**src/design/mtbd_pkg.sv**
```systemverilog
// Package: constants and command/status types for the bounded MT19937 draw.
`timescale 1ns / 1ps
`default_nettype none
package mtbd_pkg;
  localparam int unsigned StateWords  = 624;
  localparam int unsigned TwistOffset = 397;
  localparam int unsigned IdxW        = 10;
  localparam int unsigned AddrW       = 10;
  localparam logic [31:0] MatrixA     = 32'h9908b0df;
  localparam logic [31:0] SeedMult    = 32'd69069;
  localparam logic [31:0] DefaultSeed = 32'd4357;

  typedef struct packed {
    logic seed_start;
    logic twist_start;
    logic draw_start;
    logic rem_start;
  } mtbd_cmd_t;

  typedef struct packed {
    logic seed_done;
    logic twist_done;
    logic draw_done;
    logic rem_done;
  } mtbd_sts_t;
endpackage
`default_nettype wire

```
**src/design/mtbd_ctrl.sv**
```systemverilog
// Controller: sequences seeding, twisting, drawing and reduction per word.
`timescale 1ns / 1ps
`default_nettype none
module mtbd_ctrl (
  input  wire logic               clk_i,
  input  wire logic               rst_ni,
  input  wire logic               in_valid_i,
  output logic                    in_ready_o,
  input  wire logic [31:0]        bound_i,
  output logic                    out_valid_o,
  input  wire logic               out_ready_i,
  input  wire logic               cfg_valid_i,
  output logic                    cfg_ready_o,
  input  wire logic [31:0]        cfg_data_i,
  output logic [31:0]             value_o,
  output mtbd_pkg::mtbd_cmd_t     cmd_o,
  input  wire mtbd_pkg::mtbd_sts_t sts_i,
  input  wire logic [31:0]        dp_value_i,
  output logic [31:0]             seed_o,
  output logic [31:0]             bound_o,
  output logic [9:0]              index_o
);
  import mtbd_pkg::*;

  localparam logic [2:0] StIdle  = 3'd0;
  localparam logic [2:0] StSeed  = 3'd1;
  localparam logic [2:0] StTwist = 3'd2;
  localparam logic [2:0] StDraw  = 3'd3;
  localparam logic [2:0] StRem   = 3'd4;
  localparam logic [2:0] StOut   = 3'd5;

  logic [2:0]      st_q;
  logic [31:0]     seed_q, bound_q, value_q;
  logic [IdxW-1:0] idx_q;
  logic            accept;

  assign in_ready_o  = (st_q == StIdle) && !cfg_valid_i;
  assign cfg_ready_o = (st_q == StIdle);
  assign accept      = in_valid_i && in_ready_o;
  assign out_valid_o = (st_q == StOut);
  assign value_o     = value_q;
  assign seed_o      = seed_q;
  assign bound_o     = bound_q;
  assign index_o     = idx_q;

  always_comb begin
    cmd_o = '0;
    if (st_q == StIdle && accept && bound_i != 32'h0) begin
      if (idx_q == IdxW'(StateWords + 1)) cmd_o.seed_start = 1'b1;
      else if (idx_q == IdxW'(StateWords)) cmd_o.twist_start = 1'b1;
      else cmd_o.draw_start = 1'b1;
    end
    if (st_q == StSeed && sts_i.seed_done) cmd_o.twist_start = 1'b1;
    if (st_q == StTwist && sts_i.twist_done) cmd_o.draw_start = 1'b1;
    if (st_q == StDraw && sts_i.draw_done) cmd_o.rem_start = 1'b1;
  end

  always_ff @(posedge clk_i or negedge rst_ni) begin
    if (!rst_ni) begin
      st_q   <= StIdle;
      seed_q <= DefaultSeed;
      idx_q  <= IdxW'(StateWords + 1);
    end else begin
      case (st_q)
        StIdle: begin
          if (cfg_valid_i) begin
            seed_q <= cfg_data_i;
            idx_q  <= IdxW'(StateWords + 1);
          end else if (accept) begin
            bound_q <= bound_i;
            if (bound_i == 32'h0) begin
              value_q <= '0; st_q <= StOut;
            end else if (idx_q == IdxW'(StateWords + 1)) st_q <= StSeed;
            else if (idx_q == IdxW'(StateWords)) st_q <= StTwist;
            else st_q <= StDraw;
          end
        end
        StSeed:  if (sts_i.seed_done) st_q <= StTwist;
        StTwist: if (sts_i.twist_done) begin
          idx_q <= '0; st_q <= StDraw;
        end
        StDraw:  if (sts_i.draw_done) begin
          idx_q <= idx_q + 1'b1; st_q <= StRem;
        end
        StRem:   if (sts_i.rem_done) begin
          value_q <= dp_value_i; st_q <= StOut;
        end
        StOut:   if (out_ready_i) st_q <= StIdle;
        default: st_q <= StIdle;
      endcase
    end
  end
endmodule
`default_nettype wire

```
**config.mk**
```make
export PLATFORM = sky130hd
export DESIGN_NAME = mtbd_ctrl
export DESIGN_NICKNAME = d
export VERILOG_FILES = /design/src/design/mtbd_pkg.sv /design/src/design/mtbd_ctrl.sv
export SDC_FILE = /design/constraint.sdc
export NUM_CORES = 1
export LEC_CHECK = 0
export ABC_AREA = 1
export BUFFER_PORTS_ARGS = -buffer_cell sky130_fd_sc_hd__clkbuf_2
export CAP_MARGIN = 30
export CORE_ASPECT_RATIO = 0.8
export CORE_UTILIZATION = 46
export CTS_BUF_LIST = sky130_fd_sc_hd__clkbuf_16
export DETAILED_ROUTE_END_ITERATION = 16
export PLACE_DENSITY = 0.9
export SLEW_MARGIN = 20
export SYNTH_ARGS = -nofsm -noshare
export SYNTH_HDL_FRONTEND = slang
export SYNTH_SLANG_ARGS = --single-unit
export TNS_END_PERCENT = 5
```
**constraint.sdc**
```tcl
create_clock -name clk_i -period 4.24 [get_ports clk_i]
set_input_delay 0.848 -clock clk_i [delete_from_list [all_inputs] [get_ports clk_i]]
set_output_delay 0.848 -clock clk_i [all_outputs]
set_load 0.005 [all_outputs]
```
After elaboration in Yosys (flattened, before gate mapping). Index checks and enable logic that the tools add are counted.

Register bits: 109. Output and inout port bits: 113. Logic and storage cells: 69. Input bits: 105.

Bitwise logic cells: 1. Add/sub/neg operators: 1. Mux-type cells: 28. Reductions and logical operators: 18. Equal/unequal tests: 16.

Operators with widths (number): 2-to-1 mux 32 bit (4); one-hot mux 32 bit (2 select lines) (1); zero test 32 bit (1); nonzero test 32 bit (1); 2-to-1 mux 10 bit (3); one-hot mux 10 bit (3 select lines) (1); 2-to-1 mux 3 bit (9); equality test 10 bit, second input constant (2); one-hot mux 3 bit (6 select lines) (1); != test 2 bit, second input constant (6); adder 10 x 1 -> 10 bit, second input constant (1); AND reduction 4 bit (2); logical AND 1 bit (7); 2-to-1 mux 1 bit (7); AND reduction 7 bit (1); equality test 3 x 2 -> 1 bit, second input constant (2); equality test 3 bit, second input constant (2); != test 2 x 1 -> 1 bit, second input constant (3); AND reduction 6 bit (1); 2-to-1 mux 2 bit (2); equality test 3 x 1 -> 1 bit, second input constant (1); zero test 3 bit (1); nonzero test 3 bit (1); AND reduction 2 bit (1); other kinds (3) (3).

Logic depth before layout (Yosys ltp).
Depth after elaboration: 7. Gate-level depth with buffers: 10. Mapped depth without buffers: 10.

Worst setup path before layout. OpenSTA, ideal clock, no wires.

Path kind: input port to flip-flop. From: input bound_i[31]. To: register value_q[0], in the netlist value_o[0] (enable). Arrival time: 2.926 ns. Path slack: 0.882 ns. Data required time: 3.808 ns. Buffers on the path: 0. Stages: 7. Path through: nor2_1 > nand2_1 > nor2_1 > nand2_1 > nor2_1 > nand2_1 > a21oi_1.

Longest elaborated chain between the ends: 3.

RTL lines: start: declaration (RTL line mtbd_ctrl.sv:9) `input wire logic [31:0] bound_i,`; zero test 32 bit (RTL line mtbd_ctrl.sv:71) `if (bound_i == 32'h0) begin`; != test 2 x 1 -> 1 bit (no source line); AND reduction 6 bit (no source line); end signal: assignment (RTL line mtbd_ctrl.sv:86) `value_q <= dp_value_i; st_q <= StOut;`; end: declaration (RTL line mtbd_ctrl.sv:33) `logic [31:0] seed_q, bound_q, value_q;`.

No other way between the ends. A chain may end at the register's enable or synchronous reset.

==> metrics.csv <==
stage;metric;value;unit
run_status;status;complete, no violations;
global_routing;GRT Total Usage;22.3;%
synth;combinational family with the most area after synthesis;simple AND/OR/NAND/NOR gates;
floorplanning;core area;9310;um2
job;max_cap viols;0;
routing;post-DR wirelength/cell;14.5;um
global_routing;largest net degree at the start of global routing;46;
power;Logic pwr share;31.3;%
timing;maximum clock frequency;358;MHz
global_routing;first-pass GRT wire length;17.7;mm
global_routing;GR Overflow Total;0;
routing;1st-iter DRT viols;328;
layout;area growth from synthesis to layout;33.7;%
setup_path;WP data arrival;1.95;ns
clock_tree;CTS Buf Count;9;
clock_tree;setup bufs post-CTS;0;
timing;final hold vios;0;
synth;Synth warnings;0;
global_routing;vias in the first global route;3794;
timing;Layout Skew;0.00783;ns
timing;slew at the pin closest to its max-slew limit;0.577;ns
synth;syn avg cell area;11.7;um2
setup_path;Worst R2R Setup Slack;2.18;ns
synth;synthesis-stage register bit count;109;
power;worst vdd ir;0.365;mV
synth;mapped cell area;4520;um2
power;total power;3.39;mW
setup_path;R2R depth;6;
routing;First-pass DRT Iterations;4;
power;Pleak;2.98;nW
setup_path;reg-to-reg endpoint;value_o[10];
layout;n_diodes;0;
clock_tree;H-tree levels;3;
hold_path;Hold Path Class;reg -> reg;
placement;Port Buffer Count;217;
synth;Post-Syn Nets;494;
routing;routed wire length;10.6;mm
global_routing;met3 usage;6.11;%
power;part of the power in registers;46.0;%
clock_tree;Clk Tree Root Cell;clkbuf_16;
layout;share of cells above drive strength 1;42.9;%
synth;distinct cell type count after synthesis;29;
timing;Fin Setup TNS;0;ns
timing;worst-case headroom to the max-slew limit;61.5;%
global_routing;M2 GR Usage;40.6;%
floorplanning;row cnt;31;
setup_path;Req. time, crit path;3.39;ns
global_routing;antenna violations before repair;0;
clock_tree;Worst-Skew Late Latency;0.34;ns
layout;# nets final;719;
routing;Remaining DRCs;0;
power;switching portion of total power;33.1;%
synth;Cells after Synth;386;
setup_path;critical path class;reg -> out;
clock_tree;deepest clock path buffer count;2;
setup_path;CP Capture Point;cmd_o[1];
clock_tree;Clock Pin Slew Worst Setup and Hold Paths;0.07;ns
setup_path;element type at the critical path start;flip-flop;
clock_tree;hold buffer count at CTS;0;
synth;Synth Area in XOR/XNOR;0.582;%
floorplanning;initial core utilization;48.5;%
setup_path;critical path startpoint;st_q[1];
setup_path;Crit. End Element;primary output;
placement;GPL Wtd Cong;0.775;
power;clock network power share;22.8;%
synth;adder-cell share of the synthesized area;0.831;%
layout;Register Area;3060;um2
clock_tree;cts repair resizes;0;
timing;number of max-slew violations in the final report;0;
floorplanning;total die area;10200;um2
floorplanning;I/O pin cnt;218;
synth;post-synthesis mux area share;7.98;%
timing;min Tclk post-route;2.79;ns
synth;post-synthesis sequential area ratio;67.7;%
synth;compound-gate portion of the synthesized area;1.83;%
routing;DR vias/cell;4.91;
routing;DRT antenna net count;0;
layout;area of the multi-input gates;1210;um2
routing;DR vias;3588;
synth;Post-Synth Simple-Gate Area;15.3;%
timing;period utilization;65.9;%
layout;fillers;738;
timing;RSZ-0062 raised after global routing;no;
clock_tree;clock sinks;109;
floorplanning;chip width;113;um
timing;Final setup viols;0;
clock_tree;CTS tree;yes;
global_routing;Most Used Layer, Global Route;met2;
setup_path;crit-path max FO;5;
power;Switch Pwr;1.12;mW
power;cell internal pwr;2.27;mW
hold_path;hold_sp;seed_o[3];
setup_path;FF-to-FF Start;st_q[1];
global_routing;met1 Track Usage GR;24.6;%
placement;post-DP HPWL;8.12;mm
floorplanning;die height;90.6;um
power;Pwr Density;562;nW/um2
-- critical path, cell delays in order, from the launching register on --
cell,delay (ns)
dfrtp_1,0.44
nor2_2,0.22
nand2_2,0.08
inv_2,0.09
nand2_4,0.06
inv_2,0.05
nand2_1,0.06
or2_1,0.28
o21ai_1,0.16
clkbuf_2,0.14
-- metal layers --
| layer | part of all wire, % | wire length (um) |
|---|---|---|
| met1 | 38 | 4010 |
| met2 | 53 | 5580 |
| met3 | 7.3 | 772 |
| met4 | 2.4 | 257 |
| met5 | 0 | 0 |
-- metrics by stage --
| step | area, um2 | std cells | hold slack (ns) | setup slack (ns) | util, % |
|---|---|---|---|---|---|
| finish | 6040 | 731 | 0.493 | 1.45 | 64.9 |
| global route | 6040 | 731 | 0.514 | 1.28 | 64.9 |
| CTS | 6010 | 730 | 0.497 | 1.44 | 64.6 |
| detailed placement | 5740 | 714 | 0.481 | 1.30 | 61.7 |
| global placement | 5740 | 714 | 0.474 | 1.37 | 61.7 |
| floorplan | 4520 | 386 | 0.489 | 0.882 | - |
-- cell families (layout without fill, tap and decap cells) --
logic type                 after synthesis  count (layout)
AOI/OAI and AO/OA                       16              16
adders and majority gates                3               3
DFF                                    109             109
muxes                                   32              32
and+or+nand+nor                        159             159
buffers and inverters                   64             294
xor gates and xnor gates                 3               3
-- state kept, by name (all words and copies together) (netlist names) --
register / flops
st_q: 3
index_o: 10
seed_o: 32
bound_o: 32
value_o: 32
-- synthesized netlist by cell type --
cell / instances / share of area (%)
nor2_2: 1 / 0.14
nor2_1: 78 / 6.5
nor3_1: 4 / 0.44
nor3_2: 1 / 0.22
o21ai_1: 5 / 0.55
buf_6: 1 / 0.25
mux2_2: 3 / 0.75
or2_1: 1 / 0.14
edfxtp_1: 64 / 43
ha_1: 3 / 0.83
nand2_2: 3 / 0.42
mux2_1: 29 / 7.2
nand2_4: 1 / 0.25
dfrtp_1: 36 / 20
buf_4: 3 / 0.50
nor2_8: 1 / 0.44
clkbuf_1: 3 / 0.25
xnor2_1: 1 / 0.19
a21oi_1: 10 / 1.1
a21o_1: 1 / 0.17
nand2_1: 49 / 4.1
inv_2: 6 / 0.50
xor2_1: 2 / 0.39
dfstp_2: 9 / 5.2
nand3_1: 14 / 1.6
nand4_1: 4 / 0.55
nand3_4: 1 / 0.39
inv_1: 51 / 4.2
nor2_4: 1 / 0.25
-- layout make-up --
cell class,count,share of cell area (%)
repair buffers,221,18.8
multi-input cells,213,20.1
clock inverters,7,0.808
inverters,57,3.54
well taps,115,2.38
clock buffers,9,3.73
flip-flops and latches,109,50.6
-- power groups by stage --
stage          clock, mW  sequential (mW)  combinational, mW
6_report           0.772             1.56               1.06
5_1_grt            0.831             1.60               1.18
4_1_cts            0.791             1.56               1.06
3_5_place_dp           0             1.58               1.06
3_3_place_gp           0             1.57               1.01
2_1_floorplan          0             1.58              0.622
-- layout by cell type (no fill, tap or decap), types with 5 or more instances in the layout --
master | netlist | final
clkbuf_2 | 0 | 217
nor2_1 | 78 | 77
edfxtp_1 | 64 | 64
inv_1 | 51 | 51
nand2_1 | 49 | 49
dfrtp_1 | 36 | 36
mux2_1 | 29 | 29
nand3_1 | 14 | 14
a21oi_1 | 10 | 9
clkbuf_16 | 0 | 9
dfstp_2 | 9 | 9
inv_2 | 6 | 6
o21ai_1 | 5 | 5
-- worst min-delay path by stage --
stage	end	slack, ns	cells after the start
finish	seed_o[3]	0.49	1
global route	seed_o[15]	0.51	1
CTS	seed_o[3]	0.50	1
detailed placement	seed_o[3]	0.48	1
global placement	seed_o[22]	0.47	1
floorplan	seed_o[11]	0.49	1
Power figures use the tool's default switching activity.
